$ cat src/hw/rtl/lrud_pkg.sv
package lrud_pkg;

  localparam int LINES   = 64;
  localparam int IDX_W   = $clog2(LINES);
  localparam int CNT_W   = $clog2(LINES + 1);
  localparam int STAMP_W = 32;
  localparam int DEV_W   = 8;
  localparam int SEC_W   = 16;
  localparam int BLK_W   = 16;
  localparam int TAG_W   = DEV_W + SEC_W + BLK_W;
  localparam int CTR_W   = 32;

  localparam logic MODE_LOOKUP = 1'b0;
  localparam logic MODE_INSERT = 1'b1;

  typedef struct packed {
    logic               rd_en;
    logic [IDX_W-1:0]   rd_addr;
    logic               wr_tag_en;
    logic               wr_stamp_en;
    logic [IDX_W-1:0]   wr_addr;
    logic [TAG_W-1:0]   wr_tag;
    logic [STAMP_W-1:0] wr_stamp;
  } mem_req_t;

  typedef struct packed {
    logic               valid;
    logic [TAG_W-1:0]   tag;
    logic [STAMP_W-1:0] stamp;
  } mem_rsp_t;

  typedef struct packed {
    logic             en;
    logic             lookup;
    logic             hit;
    logic [IDX_W-1:0] line;
  } fin_t;

endpackage

$ cat src/hw/rtl/lrud_store.sv
module lrud_store
  import lrud_pkg::*;
(
  input  logic     clk,
  input  logic     rst_n,
  input  mem_req_t req,
  output mem_rsp_t rsp
);

  logic [TAG_W-1:0]   tag_mem   [LINES];
  logic [STAMP_W-1:0] stamp_mem [LINES];
  logic [LINES-1:0]   valid_r;

  logic               rd_valid_r;
  logic [TAG_W-1:0]   rd_tag_r;
  logic [STAMP_W-1:0] rd_stamp_r;

  always_ff @(posedge clk) begin
    if (req.wr_tag_en) begin
      tag_mem[req.wr_addr] <= req.wr_tag;
    end
    if (req.wr_stamp_en) begin
      stamp_mem[req.wr_addr] <= req.wr_stamp;
    end
  end

  always_ff @(posedge clk) begin
    if (req.rd_en) begin
      rd_tag_r   <= tag_mem[req.rd_addr];
      rd_stamp_r <= stamp_mem[req.rd_addr];
      rd_valid_r <= valid_r[req.rd_addr];
    end
  end

  // line valid flags, all lines empty after reset
  always_ff @(posedge clk) begin
    if (!rst_n) begin
      valid_r <= '0;
    end else if (req.wr_tag_en) begin
      valid_r[req.wr_addr] <= 1'b1;
    end
  end

  assign rsp.valid = rd_valid_r;
  assign rsp.tag   = rd_tag_r;
  assign rsp.stamp = rd_stamp_r;

endmodule

$ cat config.mk
export PLATFORM = sky130hd
export DESIGN_NAME = lrud_store
export DESIGN_NICKNAME = d
export VERILOG_FILES = /design/src/hw/rtl/lrud_pkg.sv /design/src/hw/rtl/lrud_store.sv
export SDC_FILE = /design/constraint.sdc
export NUM_CORES = 2
export LEC_CHECK = 0
export BUFFER_PORTS_ARGS = -buffer_cell sky130_fd_sc_hd__buf_2
export CAP_MARGIN = 5
export CORE_ASPECT_RATIO = 1.25
export CORE_MARGIN = 2
export CORE_UTILIZATION = 35
export DETAILED_ROUTE_END_ITERATION = 8
export PLACE_DENSITY_LB_ADDON = 0.05
export SETUP_SLACK_MARGIN = 0.02
export SYNTH_ARGS = -nofsm -noshare
export SYNTH_HDL_FRONTEND = slang
export SYNTH_MEMORY_MAX_BITS = 65536
export SYNTH_SLANG_ARGS = --single-unit
$ cat constraint.sdc
create_clock -name clk -period 5.43 [get_ports clk]
set_clock_uncertainty 0.15 [all_clocks]
set_input_delay 0.8145 -clock clk [delete_from_list [all_inputs] [get_ports clk]]
set_output_delay 0.8145 -clock clk [all_outputs]
set_load 0.01 [all_outputs]
==> results_dict.tcl <==
set metrics [dict create \
    status "completed" \
    port_buffers 161 \
    max_slew.worst_pin.slew_ns 1.31 \
    synth-edff-count 4681 \
    required_ns 4.47 \
    syn_inst 7560 \
    drt-pass1-iter-count 6 \
    die_area_sq_um 516000 \
    synth_nets 7649 \
    max_stage_delay_ns 0.83 \
    avgSynthCellArea_sq_um 23.6 \
    yosysSeqAreaShare_pct 79.4 \
    hp-class "in -> reg" \
    fin_nets 8352 \
    timing.fmax_mhz 316 \
    layout-drive-gt1-share_pct 30.4 \
    p_leak_nw 64.2 \
    layout_common_cells "edfxtp_1, mux4_2, clkbuf_16" \
    instances_no_fill 15500 \
    h-tree-depth 6 \
    postCtsSetupBuffers 0 \
    final_util_pct 40.8 \
    async_flop_share_pct 0 \
    grt_most_used_layer "met2" \
    ios 162 \
    design_area_sq_um 208000 \
    cts_buffers 525 \
    synth-seq-cells 4745 \
    worstPathArrival_ns 2.21 \
    ir_worst_vdd_uv 287 \
    final_common_cell "edfxtp_1" \
    start_util_pct 35.1 \
    maxSlewViolCount 0 \
    drv_cap 0 \
    path_class "reg -> out" \
    n_fill_cell 44900 \
    grt_use_met2_pct 41.6 \
    path_clk_slew_ns 0.06 \
    cts_hold_buf 0 \
    grt_max_degree 86 \
    cts-root-buf "clkbuf_16" \
    synth_cell_type_count 28 \
    numClockSinks 4745 \
    gr-usage-all-layers_pct 22.6 \
    dp.cells 14500 \
    placement.cell_area_sq_um 192000 \
    crit_path_end_kind "output port" \
    cts_resized 0 \
    core_area_sq_um 509000 \
    slew_headroom_pct 12.5 \
    fin_crit_sh_pct 58.4 \
    grt.met3_usage_pct 2.79 \
    p_per_area_nw_per_um2 378 \
    antenna_found_initial 61 \
    grt_pass1_wl_um 799000 \
    hpwlAfterDp_um 345000 \
    tritoncts "done" \
    cts.path.max_buffers 4 \
    grt_pass1_vias 90100 \
    final.setup.tns_ns 0 \
    overflow 0 \
    critPathBufInv 1 \
    drc 0 \
    clkLatencyLatePin_ns 1.06 \
    synthFlopType "edfxtp_1" \
    area_delta_synth_final_pct 16.3 \
    crit_path_max_fanout 1 \
    drt-wirelength-per-cell_um 38.2 \
    rows 293 \
    setup_viol 0 \
    yosysWarnings 0 \
    die_h_um 803 \
    holdWs_ns 0.0984 \
    via_count 85800 \
    crit_chain "buf_2" \
    syn_area_sq_um 179000 \
    first_iter_violations 8388 \
    gr-usage-met1_pct 28.5 \
    ant_nets 0 \
    avgViaCountPerCell 5.55 \
    min_period_ns 3.17 \
    gp_congestion 0.761 \
    hold_viol 0 \
    start_kind "register" \
    cp_top_family "flip-flops" \
    fp.dieW_um 643 \
    rsz0062_at_grt "false" \
    slowest_stage "edfxtp_1" \
    routed_wl_um 591000 \
]
## final timing paths
kind | start | endpoint | slack [ns] | cells after the start
hold reg to reg | valid_r[13] | valid_r[13] | 0.31 | 1
hold / removal | req[86] | rd_tag_r[17] | 0.1 | 1
setup / recovery | rd_tag_r[7] | rsp[39] | 2.26 | 1
setup reg to reg | stamp_mem[15][11] | rd_stamp_r[11] | 3.07 | 4
## Yosys cell counts (all sizes together) (4+ instances only)
cell type | n | area, sq um
edfxtp | 4681 | 141000
mux4 | 1168 | 26300
a22oi | 292 | 2190
buf | 270 | 1440
nor2 | 174 | 653
clkbuf | 172 | 647
mux2i | 144 | 1440
o22ai | 143 | 895
nand3 | 140 | 701
o211a | 73 | 731
a211oi | 70 | 526
dfxtp | 64 | 1280
o21a | 64 | 480
o221ai | 39 | 342
nand3b | 21 | 158
nand2 | 11 | 41.3
nor2b | 11 | 68.8
nand2b | 6 | 37.5
or3b | 4 | 35.0
## per-layer routing
layer  routed length, um  part of all wire [%]  up-vias
li1                    -                     -    34200
met1              234000                    40    48400
met2              317000                    54     2467
met3               25900                   4.4      685
met4               14000                   2.4       10
met5                  60                 0.010        -
## cell type report
class                           count  area [sq um]  share of cell area (%)
Sequential cell                  4745        142000                    68.3
Timing Repair Buffer              618          5570                    2.68
Clock buffer                      685         14400                    6.92
Antenna cell                       52           130                  0.0626
Clock inverter                    214          1630                   0.784
Multi-Input combinational cell   2373         35800                    17.2
Tap cell                         6785          8490                    4.08
## sequential cells by signal (all words and copies together), names as in the netlist
name	count
tag_mem	2560
stamp_mem	2048
valid_r	64
rd_tag_r	40
rd_stamp_r	32
rd_valid_r	1
## metrics by stage
step           total power, mW  worst slack, ns
2_1_floorplan             43.3             1.28
3_3_place_gp              45.5             1.01
3_5_place_dp              45.5             1.20
4_1_cts                   79.6             2.18
5_1_grt                   81.0             2.26
6_report                  78.6             2.26
## logic make-up after synthesis
| group | synth area share, % |
|---|---|
| AO/OA/AOI/OAI | 2.91 |
| buffers and inverters | 1.17 |
| flip-flops | 79.4 |
| multiplexers | 15.5 |
| AND/OR/NAND/NOR | 0.983 |
## power by group
part,leakage (nW),switching (mW),internal [mW]
sequential,42.7,0.169,40.6
clock,7.81,14.4,19.5
combinational,13.8,2.52,1.34
No activity file was read; power rests on OpenSTA's default activity.
