$ cat src/hw/rtl/lrud_pkg.sv
package lrud_pkg;

  localparam int LINES   = 64;
  localparam int IDX_W   = $clog2(LINES);
  localparam int CNT_W   = $clog2(LINES + 1);
  localparam int STAMP_W = 32;
  localparam int DEV_W   = 8;
  localparam int SEC_W   = 16;
  localparam int BLK_W   = 16;
  localparam int TAG_W   = DEV_W + SEC_W + BLK_W;
  localparam int CTR_W   = 32;

  localparam logic MODE_LOOKUP = 1'b0;
  localparam logic MODE_INSERT = 1'b1;

  typedef struct packed {
    logic               rd_en;
    logic [IDX_W-1:0]   rd_addr;
    logic               wr_tag_en;
    logic               wr_stamp_en;
    logic [IDX_W-1:0]   wr_addr;
    logic [TAG_W-1:0]   wr_tag;
    logic [STAMP_W-1:0] wr_stamp;
  } mem_req_t;

  typedef struct packed {
    logic               valid;
    logic [TAG_W-1:0]   tag;
    logic [STAMP_W-1:0] stamp;
  } mem_rsp_t;

  typedef struct packed {
    logic             en;
    logic             lookup;
    logic             hit;
    logic [IDX_W-1:0] line;
  } fin_t;

endpackage

$ cat src/hw/rtl/lrud_scan.sv
module lrud_scan
  import lrud_pkg::*;
(
  input  logic             clk,
  input  logic             rst_n,
  input  logic             start,
  output logic             busy,
  input  logic             in_mode,
  input  logic [TAG_W-1:0] in_tag,
  input  logic [CNT_W-1:0] lines_n,
  output mem_req_t         req,
  input  mem_rsp_t         rsp,
  output fin_t             fin
);

  localparam logic [1:0] ST_IDLE = 2'd0;
  localparam logic [1:0] ST_SCAN = 2'd1;
  localparam logic [1:0] ST_LAST = 2'd2;
  localparam logic [1:0] ST_FIN  = 2'd3;

  logic [1:0]         state_r, state_nxt;
  logic               mode_r, mode_nxt;
  logic [TAG_W-1:0]   tag_r, tag_nxt;
  logic [STAMP_W-1:0] clock_r, clock_nxt;
  logic [CNT_W-1:0]   n_r, n_nxt;
  logic [IDX_W-1:0]   idx_r, idx_nxt;
  logic               pend_r, pend_nxt;
  logic [IDX_W-1:0]   pidx_r, pidx_nxt;
  logic               hit_r, hit_nxt;
  logic [IDX_W-1:0]   hline_r, hline_nxt;
  logic               empty_r, empty_nxt;
  logic               have_r, have_nxt;
  logic [STAMP_W-1:0] best_r, best_nxt;
  logic [IDX_W-1:0]   vic_r, vic_nxt;

  logic             accept;
  logic             last_issue;
  logic [IDX_W-1:0] fin_line;

  assign busy       = (state_r == ST_SCAN) || (state_r == ST_LAST);
  assign accept     = start && !busy;
  assign last_issue = ({1'b0, idx_r} == (n_r - CNT_W'(1)));

  always_comb begin
    if (hit_r) begin
      fin_line = hline_r;
    end else if (mode_r == MODE_INSERT) begin
      fin_line = vic_r;
    end else begin
      fin_line = '0;
    end
  end

  always_comb begin
    state_nxt = state_r;
    mode_nxt  = mode_r;
    tag_nxt   = tag_r;
    clock_nxt = clock_r;
    n_nxt     = n_r;
    idx_nxt   = idx_r;
    pend_nxt  = 1'b0;
    pidx_nxt  = pidx_r;
    hit_nxt   = hit_r;
    hline_nxt = hline_r;
    empty_nxt = empty_r;
    have_nxt  = have_r;
    best_nxt  = best_r;
    vic_nxt   = vic_r;

    unique case (state_r)
      ST_IDLE: ;
      ST_SCAN: begin
        pend_nxt = 1'b1;
        pidx_nxt = idx_r;
        idx_nxt  = idx_r + IDX_W'(1);
        if (last_issue) begin
          state_nxt = ST_LAST;
        end
      end
      ST_LAST: state_nxt = ST_FIN;
      ST_FIN:  state_nxt = ST_IDLE;
      default: state_nxt = ST_IDLE;
    endcase

    // compare the line read in the previous cycle
    if (pend_r) begin
      if (rsp.valid && (rsp.tag == tag_r) && !hit_r) begin
        hit_nxt   = 1'b1;
        hline_nxt = pidx_r;
      end
      if (!empty_r) begin
        if (!rsp.valid) begin
          empty_nxt = 1'b1;
          vic_nxt   = pidx_r;
        end else if (!have_r || (rsp.stamp < best_r)) begin
          have_nxt = 1'b1;
          best_nxt = rsp.stamp;
          vic_nxt  = pidx_r;
        end
      end
    end

    if (accept) begin
      mode_nxt  = in_mode;
      tag_nxt   = in_tag;
      clock_nxt = clock_r + STAMP_W'(1);
      n_nxt     = lines_n;
      idx_nxt   = '0;
      hit_nxt   = 1'b0;
      hline_nxt = '0;
      empty_nxt = 1'b0;
      have_nxt  = 1'b0;
      best_nxt  = '0;
      vic_nxt   = '0;
      state_nxt = (lines_n == '0) ? ST_FIN : ST_SCAN;
    end
  end

  always_ff @(posedge clk) begin
    if (!rst_n) begin
      state_r <= ST_IDLE;
      clock_r <= '0;
      pend_r  <= 1'b0;
    end else begin
      state_r <= state_nxt;
      clock_r <= clock_nxt;
      pend_r  <= pend_nxt;
    end
  end

  always_ff @(posedge clk) begin
    mode_r  <= mode_nxt;
    tag_r   <= tag_nxt;
    n_r     <= n_nxt;
    idx_r   <= idx_nxt;
    pidx_r  <= pidx_nxt;
    hit_r   <= hit_nxt;
    hline_r <= hline_nxt;
    empty_r <= empty_nxt;
    have_r  <= have_nxt;
    best_r  <= best_nxt;
    vic_r   <= vic_nxt;
  end

  always_comb begin
    req.rd_en       = (state_r == ST_SCAN);
    req.rd_addr     = idx_r;
    req.wr_tag_en   = (state_r == ST_FIN) && (mode_r == MODE_INSERT);
    req.wr_stamp_en = (state_r == ST_FIN) && ((mode_r == MODE_INSERT) || hit_r);
    req.wr_addr     = fin_line;
    req.wr_tag      = tag_r;
    req.wr_stamp    = clock_r;
  end

  always_comb begin
    fin.en     = (state_r == ST_FIN);
    fin.lookup = (mode_r == MODE_LOOKUP);
    fin.hit    = hit_r;
    fin.line   = fin_line;
  end

endmodule

$ cat config.mk
export PLATFORM = sky130hd
export DESIGN_NAME = lrud_scan
export DESIGN_NICKNAME = d
export VERILOG_FILES = /design/src/hw/rtl/lrud_pkg.sv /design/src/hw/rtl/lrud_scan.sv
export SDC_FILE = /design/constraint.sdc
export NUM_CORES = 1
export LEC_CHECK = 0
export BUFFER_PORTS_ARGS = -buffer_cell sky130_fd_sc_hd__clkbuf_2
export CAP_MARGIN = 40
export CORE_UTILIZATION = 25
export DETAILED_ROUTE_END_ITERATION = 7
export PLACE_DENSITY_LB_ADDON = 0.08
export SETUP_SLACK_MARGIN = 0.5
export SYNTH_ARGS = -nofsm -noshare
export SYNTH_HDL_FRONTEND = slang
export SYNTH_SLANG_ARGS = --single-unit
export TNS_END_PERCENT = 5
$ cat constraint.sdc
create_clock -name clk -period 5.1 [get_ports clk]
set_input_delay 0.51 -clock clk [delete_from_list [all_inputs] [get_ports clk]]
set_output_delay 0.51 -clock clk [all_outputs]
set_load 0.01 [all_outputs]
==> results.md <==
* Share of cells above drive strength 1 at 0.312
* Worst-Margin Slew at 0.758 ns
* Mapped Avg Cell Area at 10.1 um2
* Final min period at 2.82 ns
* # rows at slightly above 60
* DP HPWL at around 15,000 um
* Synthesis Warnings at 0
* Routed WL per cell at approximately 15 um
* Unrepaired setup endpoints after global routing: no
* Critical Path End Type: flop
* Grt ovf at 0
* Mapped Nets at 871
* Top cell type by total area after synthesis: dfxtp_1
* Sw frac at 0.333
* Yosys reg bits at approximately 140
* Tcrit/Tclk final at 0.553
* First-pass GRT wire length at between 30,000 and 40,000 um
* Required time worst endpoint at between 5 and 6 ns
* Setup TNS at 0 ns
* Largest net degree at the start of global routing at 55
* Crit start category: flop
* Worst vdd ir at 0.171 mV
* Gate power share at 0.235
* Critical path class: flop to flop
* Total track usage at 0.139
* Post-cts resize count at 0
* Number of flops mapped to enable cells by yosys at 54
* Fmax at approximately 350 MHz
* Clk pin slew, worst setup/hold paths at roughly 0.08 ns
* TritonCTS Buffers at 17
* Synth Flop Type: dfxtp_1
* Final hold viol count at 0
* Final ANT Viol Nets at 0
* Routed WL at between 15,000 and 20,000 um
* Seq pwr share at 0.417
* Max Buffers Root-to-Sink at 2
* Clock share of power at 0.347
* CTS tree: done
* Ant diodes at 0
* Hold Path Class: primary input to flop
* Die height at 171 um
* Synth top area cells: dfxtp_1 (25%), edfxtp_1 (23%), ha_1 (6.8%), xor2_1 (6.6%), nand3_1 (3.5%)
* CTS H-tree lvls at 4
* # DRC at 0
* Initial DRT Pass Iterations at 6
* DP Worst Slack at between 2 and 2.5 ns
* Clk root buf: clkbuf_16
* Num ports at between 200 and 250
* Register area share after synthesis at 0.474
* Maxcap violations at 0
* Vias in the first global route at between 5,000 and 6,000
* Skew final at ~0.021 ns
* Vias at between 5,000 and 6,000
* Core Region at ~28,000 um2
* Leak at ~3.8 nW
* Placer Congestion at approximately 0.81
* Switching pwr at 1.23 mW
* Final Max Slew Viols at 0
* Critical path, cell by cell: inv_1 -> ha_1 -> nand2_2 -> inv_4 -> nand4_4 -> or4_1 -> nor2_2 -> nand3_1 -> mux2i_1
* Final net count at 1,082
* CP max-delay cell: or4_1
* Worst skew pair latency at around 0.43 ns
* Pwr Density at 402 nW/um2
* Max incr delay on CP at between 0.6 and 0.7 ns
* Top cell type's share of synthesized area at 0.247
* Slew HR at 0.492
* Tot Pwr at between 3 and 4 mW
* Share of flip-flops with an asynchronous set or reset at 0
* DRT iter0 DRCs at around 260
* CP arrival at around 3.1 ns
* Gate Count Post-Synth at 708
* Die Footprint at slightly below 30,000 um2
* Hold Buf Count CTS at 0
* Fin worst setup slack at 2.28 ns
* Initial antenna violation count at 0
* I/O Buffers at between 200 and 250
* Post-synth cell types at 62
* Final setup vio count at 0
* Clock Sinks at 142
* Internal at ~2.5 mW
* Via density at between 4 and 5
* CP Max Fanout at 36
* Post-Syn Area at between 7000 and 8000 um2
* Layout area overhead at 28.9%
* Post-CTS setup buffer count at 0
* Fin Hold WS at 0.245 ns
* Fillers at just under 3,000
* Worst reg-to-reg path cell count at 9
* Worst hold stages at 1
* Initial Util at 0.256
* DIE WIDTH at 171 um
* Status: finished clean
[cell usage in the layout (no fill, tap or decap), types with 6 or more instances in the layout]
master / n
nand2b_1: 8
nor3_1: 11
nand2_1: 49
ha_1: 39
mux2i_1: 14
o21ai_2: 10
xnor2_1: 21
inv_1: 41
or3_1: 7
inv_6: 6
and2_1: 25
a21oi_2: 7
nor4_1: 12
o21ai_1: 22
clkbuf_2: 220
nand3_1: 50
nand4_1: 14
a21oi_1: 48
nor2_1: 27
xor2_1: 54
edfxtp_1: 54
o21ai_0: 24
clkbuf_16: 17
dfxtp_1: 88
[power by group through the flow]
stage | logic (mW) | clock network, mW | registers (mW)
6_report | 0.872 | 1.29 | 1.55
5_1_grt | 0.986 | 1.38 | 1.57
4_1_cts | 0.897 | 1.34 | 1.55
3_5_place_dp | 0.893 | 0 | 1.58
3_3_place_gp | 0.874 | 0 | 1.58
2_1_floorplan | 0.522 | 0 | 1.59
[metrics by stage]
stage	cell area [um2]	cells	utilization
floorplan	7140	708	-
global placement	8560	1276	0.307
detailed placement	8610	1278	0.308
CTS	9210	1310	0.330
global route	9210	1310	0.330
finish	9210	1310	0.330
[critical path: cells and delay by family (launching register included)]
family                     cells  cell delay (ns)
adders and majority gates      1             0.34
buffers and inverters          2             0.45
and+or+nand+nor                5             1.33
DFF                            1             0.44
muxes                          1             0.13
[worst paths after layout]
check	start	end	slack, ns
worst max-delay path	state_r[0]$_SDFFE_PN0P_	clock_r[30]$_SDFFE_PN0P_	2.28
worst min register to register	best_r[25]$_SDFFE_PP0P_	best_r[25]$_SDFFE_PP0P_	0.47
worst min-delay path	in_tag[8]	tag_r[8]$_DFFE_PP_	0.24
worst max register to register	state_r[0]$_SDFFE_PN0P_	clock_r[30]$_SDFFE_PN0P_	2.28
[synthesized netlist by cell type, types with 22 or more instances]
master / instances
a21oi_1: 49
xor2_1: 54
nor2_1: 27
o21ai_1: 22
and2_1: 25
ha_1: 39
nand2_1: 49
o21ai_0: 24
nand3_1: 50
edfxtp_1: 54
dfxtp_1: 88
inv_1: 41
[sequential cells by signal, indices dropped and copies added (netlist names), 2 cells and up]
register	count
clock_r	32
idx_r	6
hline_r	6
state_r	2
pidx_r	6
n_r	7
tag_r	40
best_r	32
vic_r	6
[layout make-up]
class	count	area [um2]	share of cell area
Tap cell	378	473	0.0514
Clock buffer	18	439	0.0477
Timing Repair Buffer	226	1170	0.127
Multi-Input combinational cell	490	3420	0.371
Inverter	42	160	0.0174
Sequential cell	142	3380	0.367
Clock inverter	14	161	0.0175
[logic make-up (layout without fill, tap and decap cells)]
group                      Yosys count  after routing  synth area share
adders and majority gates           39             39            0.0683
xor gates and xnor gates            75             75            0.0919
and+or+nand+nor                    224            224             0.168
buffers and inverters               76            300            0.0487
AOI/OAI and AO/OA                  137            137             0.128
DFF                                142            142             0.474
muxes                               15             15            0.0212
[routing by layer]
layer / GRT usage / vias to the layer above / share of wire
li1: - / 2924 / -
met1: 0.174 / 2585 / 0.47
met3: 0.0340 / 11 / 0.037
met2: 0.235 / 100 / 0.49
met4: 0.0365 / 0 / 0.0096
met5: 0 / - / 0
No activity file was read; power rests on OpenSTA's default activity.
